## config.mk

```make
export PLATFORM = sky130hd
export DESIGN_NAME = frd_ctrl
export DESIGN_NICKNAME = d
export VERILOG_FILES = /design/src/design/frd_pkg.sv /design/src/design/frd_ctrl.sv
export SDC_FILE = /design/constraint.sdc
export NUM_CORES = 1
export LEC_CHECK = 0
export BUFFER_PORTS_ARGS = -buffer_cell sky130_fd_sc_hd__buf_2
export CAP_MARGIN = 25
export CORE_MARGIN = 2
export CORE_UTILIZATION = 41
export DETAILED_ROUTE_END_ITERATION = 7
export PLACE_DENSITY_LB_ADDON = 0.2
export SLEW_MARGIN = 20
export SYNTH_ARGS = -nofsm -noshare
export SYNTH_HDL_FRONTEND = slang
export SYNTH_SLANG_ARGS = --single-unit
```

## constraint.sdc

```tcl
create_clock -name aclk -period 4.2 [get_ports aclk]
set_clock_uncertainty 0.05 [all_clocks]
set_input_delay 0.84 -clock aclk [delete_from_list [all_inputs] [get_ports aclk]]
set_output_delay 0.84 -clock aclk [all_outputs]
set_load 0.02 [all_outputs]
```

## src/design/frd_pkg.sv

```systemverilog
package frd_pkg;

    localparam int COORD_BITS = 24;
    localparam int CNT_BITS   = 11;
    localparam int RMS_BITS   = 24;
    localparam int FRAME_BITS = 16;
    localparam int TOTAL_BITS = 64;
    localparam int SQ_BITS    = 2 * COORD_BITS + 1;
    localparam int ROOT_BITS  = TOTAL_BITS / 2;
    localparam int SREM_BITS  = ROOT_BITS + 2;
    localparam int DIV_STEPS  = TOTAL_BITS;
    localparam int SQRT_STEPS = ROOT_BITS;
    localparam int ITER_BITS  = $clog2(DIV_STEPS);

    localparam logic [RMS_BITS-1:0]   RMS_MAX   = '1;
    localparam logic [FRAME_BITS-1:0] FRAME_MAX = '1;
    localparam logic [CNT_BITS-1:0]   CNT_RESET = CNT_BITS'(1);

    typedef struct packed {
        logic signed [COORD_BITS-1:0] coord_x;
        logic signed [COORD_BITS-1:0] coord_y;
        logic signed [COORD_BITS-1:0] coord_z;
        logic                         start_over;
    } frd_in_t;

    typedef struct packed {
        logic [RMS_BITS-1:0]   rms_value;
        logic [FRAME_BITS-1:0] frame_number;
    } frd_out_t;

    typedef enum logic [3:0] {
        OP_NONE,
        OP_ACCEPT,
        OP_SQUARE,
        OP_ACCUM,
        OP_DIV_STEP,
        OP_SQRT_INIT,
        OP_SQRT_STEP,
        OP_EMIT
    } frd_op_t;

    typedef struct packed {
        frd_op_t op;
    } frd_cmd_t;

    typedef struct packed {
        logic compare;   // incoming word is compared against the reference
        logic last;      // word under compare closes its frame
        logic out_free;  // output register can take a result this cycle
    } frd_sts_t;

endpackage

```

## src/design/frd_ctrl.sv

```systemverilog
module frd_ctrl (
    input  logic              aclk,
    input  logic              aresetn,
    input  logic              s_valid,
    output logic              s_ready,
    input  frd_pkg::frd_sts_t sts,
    output frd_pkg::frd_cmd_t cmd
);
    import frd_pkg::*;

    typedef enum logic [2:0] {
        ST_IDLE,
        ST_SQUARE,
        ST_ACCUM,
        ST_DIV,
        ST_SQRT_INIT,
        ST_SQRT,
        ST_EMIT
    } state_t;

    state_t                 state_reg, state_next;
    logic [ITER_BITS-1:0]   iter_reg, iter_next;
    logic                   accept;

    assign s_ready = (state_reg == ST_IDLE);
    assign accept  = s_valid && s_ready;

    always_comb begin
        state_next = state_reg;
        iter_next  = iter_reg;
        cmd.op     = OP_NONE;
        unique case (state_reg)
            ST_IDLE: begin
                if (accept) begin
                    cmd.op = OP_ACCEPT;
                    if (sts.compare) begin
                        state_next = ST_SQUARE;
                    end
                end
            end
            ST_SQUARE: begin
                cmd.op     = OP_SQUARE;
                state_next = ST_ACCUM;
            end
            ST_ACCUM: begin
                cmd.op = OP_ACCUM;
                if (sts.last) begin
                    state_next = ST_DIV;
                    iter_next  = '0;
                end else begin
                    state_next = ST_IDLE;
                end
            end
            ST_DIV: begin
                cmd.op    = OP_DIV_STEP;
                iter_next = iter_reg + ITER_BITS'(1);
                if (iter_reg == ITER_BITS'(DIV_STEPS - 1)) begin
                    state_next = ST_SQRT_INIT;
                end
            end
            ST_SQRT_INIT: begin
                cmd.op     = OP_SQRT_INIT;
                iter_next  = '0;
                state_next = ST_SQRT;
            end
            ST_SQRT: begin
                cmd.op    = OP_SQRT_STEP;
                iter_next = iter_reg + ITER_BITS'(1);
                if (iter_reg == ITER_BITS'(SQRT_STEPS - 1)) begin
                    state_next = ST_EMIT;
                end
            end
            ST_EMIT: begin
                if (sts.out_free) begin
                    cmd.op     = OP_EMIT;
                    state_next = ST_IDLE;
                end
            end
            default: begin
                state_next = ST_IDLE;
            end
        endcase
    end

    always_ff @(posedge aclk) begin
        if (!aresetn) begin
            state_reg <= ST_IDLE;
            iter_reg  <= '0;
        end else begin
            state_reg <= state_next;
            iter_reg  <= iter_next;
        end
    end

    // a reference word finishes in its accept cycle
    a_ref_word_one_cycle: assert property (@(posedge aclk) disable iff (!aresetn)
        accept && !sts.compare |=> s_ready)
        else $error("reference word did not finish in one cycle");

    // the divider always starts from step zero
    a_div_start: assert property (@(posedge aclk) disable iff (!aresetn)
        state_reg == ST_ACCUM && sts.last |=> state_reg == ST_DIV && iter_reg == '0)
        else $error("divider entered with stale step count");

    // emit only into a free output register
    a_emit_free: assert property (@(posedge aclk) disable iff (!aresetn)
        cmd.op == OP_EMIT |-> sts.out_free)
        else $error("result emitted over a pending one");

    // nothing is taken in while a frame end is being worked out
    a_no_accept_busy: assert property (@(posedge aclk) disable iff (!aresetn)
        state_reg == ST_DIV || state_reg == ST_SQRT |-> !s_ready)
        else $error("input taken during divide or root");

endmodule

```

== After elaboration in Yosys (flattened, before gate mapping) ==
Index checks and enable logic that the tools add are counted.

* Register bits: 9
* Bits in latches: 0
* Memory bits (writable): 0
* Memory bits (read-only): 0
* Bits of input ports: 6
* Word-level logic and storage cells: 35
* Memories kept: 0

* Add/sub/neg operators: 1
* $mul: 0
* Div/mod/pow operators: 0
* Magnitude comparators: 0
* Equality and inequality tests: 14
* Shift-type cells: 0
* Muxes and demuxes: 12
* Bitwise logic cells: 0
* Reductions and logical operators: 6

{| class="wikitable"
|+ Operators with widths
! cell !! count
|-
| $pmux 3 s7 || 2
|-
| $mux 3 || 6
|-
| $pmux 6 s3 || 1
|-
| $eq 3x3->1 const B || 3
|-
| $ne 2x2->1 const B || 4
|-
| $add 6x1->6 const B || 1
|-
| $eq 3x2->1 const B || 2
|-
| $eq 6x5->1 const B || 1
|-
| $eq 6x6->1 const B || 1
|-
| $mux 6 || 1
|-
| $reduce_and 5->1 || 1
|-
| $ne 2x1->1 const B || 2
|-
| $eq 3x1->1 const B || 1
|-
| $logic_not 3->1 || 1
|-
| $reduce_bool 3->1 || 1
|-
| $mux 2 || 1
|-
| $reduce_and 2->1 || 1
|-
| $reduce_or 2->1 || 1
|-
| $logic_and 1x1->1 || 1
|-
| $mux 1 || 1
|}

== Depth between registers and ports, before layout ==
* Depth after elaboration: 4
* Depth in mapped cells: 6
* Gate-level depth less buffers: 5

== Worst setup path before layout ==
OpenSTA, ideal clock, no wires.

* Path kind: input to output
* From: in sts[0] (netlist bit)
* To: out cmd[0] (netlist bit)
* Data arrival time: 1496 ps
* Required time: 3310 ps
* Setup slack: 1814 ps
* Stages on the path: 2
* Buffers on the path: 0
* Cells stage by stage: inv_1 a311oi_1

{| class="wikitable"
|+ RTL lines
! item !! RTL line !! RTL
|-
| start, declared || frd_ctrl.sv:6 || <nowiki>input frd_pkg::frd_sts_t sts,</nowiki>
|-
| end, declared || frd_ctrl.sv:7 || <nowiki>output frd_pkg::frd_cmd_t cmd</nowiki>
|}

==> flow_summary_export.csv <==
group,metric,value,unit
logic_synthesis,yosys_warnings,0,
logic_synthesis,yosysSeqAreaShare,27.6,%
clock_tree,ctsHoldBuffers,0,
logic_synthesis,ys_types,39,
worst_setup_path,critPathLaunch,"state_reg[0]",
logic_synthesis,ys.flop_type,"dfxtp_1",
sta,max_freq,402,MHz
detailed_routing,avgViaCountPerCell,5.77,
logic_synthesis,synth-seq-cells,9,
worst_setup_path,critical_path_class,"reg2out",
hold_path,hp-class,"reg2reg",
grt,grt_pass1_wl,2190,µm
pwr,pwr-share-comb,40.8,%
pwr,switchingPower,0.135,mW
pwr,swShare,41.8,%
floorplan,pin_count,11,
place,portBuffers,9,
sta,worstMarginPinSlew,0.532,ns
sta,layout_min_cycle_time,2.49,ns
worst_setup_path,timing.rr.start,"state_reg[1]",
sta,finalMaxSlewViolations,0,
logic_synthesis,postSynthAreaPerCell,8.15,µm²
logic_synthesis,synthArstFlopShare,0,%
worst_setup_path,cp-start-kind,"register",
worst_setup_path,cp_data_required_time,3.31,ns
sta,rsz0062_at_grt,"false",
floorplan,die_area,0.00193,mm²
pwr,powerDensity,455,mW/mm²
sta,tns,0,ns
place,pre_cts_ws,1.82,ns
logic_synthesis,synth.net_count,87,
floorplan,fp.dieH,43.9,µm
layout,drive_gt1_share,25.3,%
layout,area_delta_synth_final,8.83,%
grt,antenna_found_initial,0,
worst_setup_path,worstPathMaxFanout,17,
floorplan,initial_core_util,43.3,%
floorplan,rows,14,
detailed_routing,num_vias,594,
detailed_routing,wl_per_cell,12.4,µm
detailed_routing,drt-total-wl,1280,µm
clock_tree,clock_path_buffers,2,
logic_synthesis,synthesis.area,652,µm²
logic_synthesis,synth-edff-count,0,
run,maxCapViolCount,0,
hold_path,hp-start,"iter_reg[3]",
pwr,peakVddDrop,0.266,mV
clock_tree,post_cts_buffers,0,
grt,grt_overflow,0,
detailed_routing,drc,0,
clock_tree,post_cts_resized,0,
pwr,power.share.clock,21.5,%
sta,max-slew-margin-rel,64.5,%
sta,worst_slack,1.71,ns
clock_tree,clock_sinks,9,
status,status,"finished, final reports clean",
detailed_routing,drt-pass1-iter-count,4,
layout,largest_reg_flops,6,
logic_synthesis,synthCells,80,
place,gp_congestion,0.770,
layout,final_cell_mix,"buf_2, dfxtp_1, nor3_1, o21ai_0",
detailed_routing,drt_first_iter_violations,8,
sta,final-hold-violation-count,0,
layout,finalNetCount,95,
place,dp_hpwl,912,µm
sta,fin_crit_sh,59.2,%
grt,grt_max_degree,18,
worst_setup_path,worstPathArrival,1.60,ns
grt,track_usage,14.7,%
clock_tree,cts_tree,"yes",
clock_tree,htreeDepth,1,
clock_tree,root_buffer,"clkbuf_4",
worst_setup_path,cp-end-kind,"output port",
floorplan,die_x,43.9,µm
layout,n_antenna_cell,0,
grt,grt_pass1_vias,499,
pwr,seq_power_share,37.7,%
clock_tree,cts_buffers,3,
floorplan,fp.coreArea,0.00151,mm²
clock_tree,clkLatencyLatePin,0.26,ns
detailed_routing,ant_nets,0,
clock_tree,clkTransAtPathRegs,0.07,ns
pwr,p_leak,0.266,nW
sta,setup_viol_count_final,0,
pwr,internal_power,0.188,mW
[critical path, stage by stage, from the launching register on]
cell     delay, ns
dfxtp_1       0.64
inv_1         0.25
o31ai_1       0.25
buf_2         0.20
[cells in the mapped netlist (all sizes together) (2+ instances only)]
master	number	area share, %
a21boi	3	3.5
inv	5	2.9
and2	3	2.9
a21oi	2	2.1
and2b	2	2.9
buf	5	4.6
nand3b	4	4.6
nor2b	2	1.9
a211oi	2	2.3
o21ai	9	6.9
a311oi	2	3.6
dfxtp	9	28
nand2	3	1.7
nor3	6	4.6
and3	2	1.9
o311a	2	3.1
nand3	3	2.3
[logic make-up after synthesis]
family	after synthesis	synth area share, %
simple gates	30	28.0
compound gates	26	29.7
buf+inv	11	8.06
flops	9	27.6
fa+ha+maj	1	1.92
other cells	1	0.575
xor+xnor	1	2.50
mux	1	1.54
[area by class of cell]
cell class	count	area, µm²
repair buffers	9	45.0
clock buffers	4	26.3
well taps	16	20.0
inverters	5	18.8
flip-flops and latches	9	180
fillers	168	797
multi-input cells	60	419
[final timing paths]
kind             endpoint  slack [ns]  cells after the start
max                cmd[2]        1.71                      3
min reg2reg   iter_reg[3]        0.46                      2
max reg2reg  state_reg[0]        2.52                      4
min           iter_reg[3]        0.46                      2
[layer usage]
| layer | up-vias | global-route usage (%) | share of wire (%) |
|---|---|---|---|
| li1 | 311 | - | - |
| met1 | 276 | 23.0 | 52 |
| met2 | 5 | 20.6 | 45 |
| met3 | 2 | 2.50 | 2.4 |
| met4 | 0 | 3.64 | 0.31 |
| met5 | - | 0 | 0 |
[stage by stage]
step	std cells	cell area [µm²]	total power, mW	util (%)	hold WS [ns]
2_1_floorplan	80	652	0.231	-	0.420
3_3_place_gp	99	683	0.255	45.3	0.445
3_5_place_dp	99	683	0.255	45.3	0.454
4_1_cts	103	709	0.324	47.1	0.464
5_1_grt	103	709	0.343	47.1	0.512
6_report	103	709	0.323	47.1	0.464
[power groups by stage]
stage | Sequential (mW) | Clock, mW | Combinational, mW
2_1_floorplan | 0.101 | 0 | 0.130
3_3_place_gp | 0.122 | 0 | 0.133
3_5_place_dp | 0.123 | 0 | 0.132
4_1_cts | 0.121 | 0.0699 | 0.133
5_1_grt | 0.125 | 0.0730 | 0.144
6_report | 0.122 | 0.0693 | 0.132
Note: power is estimated with default switching activity, not from simulation.
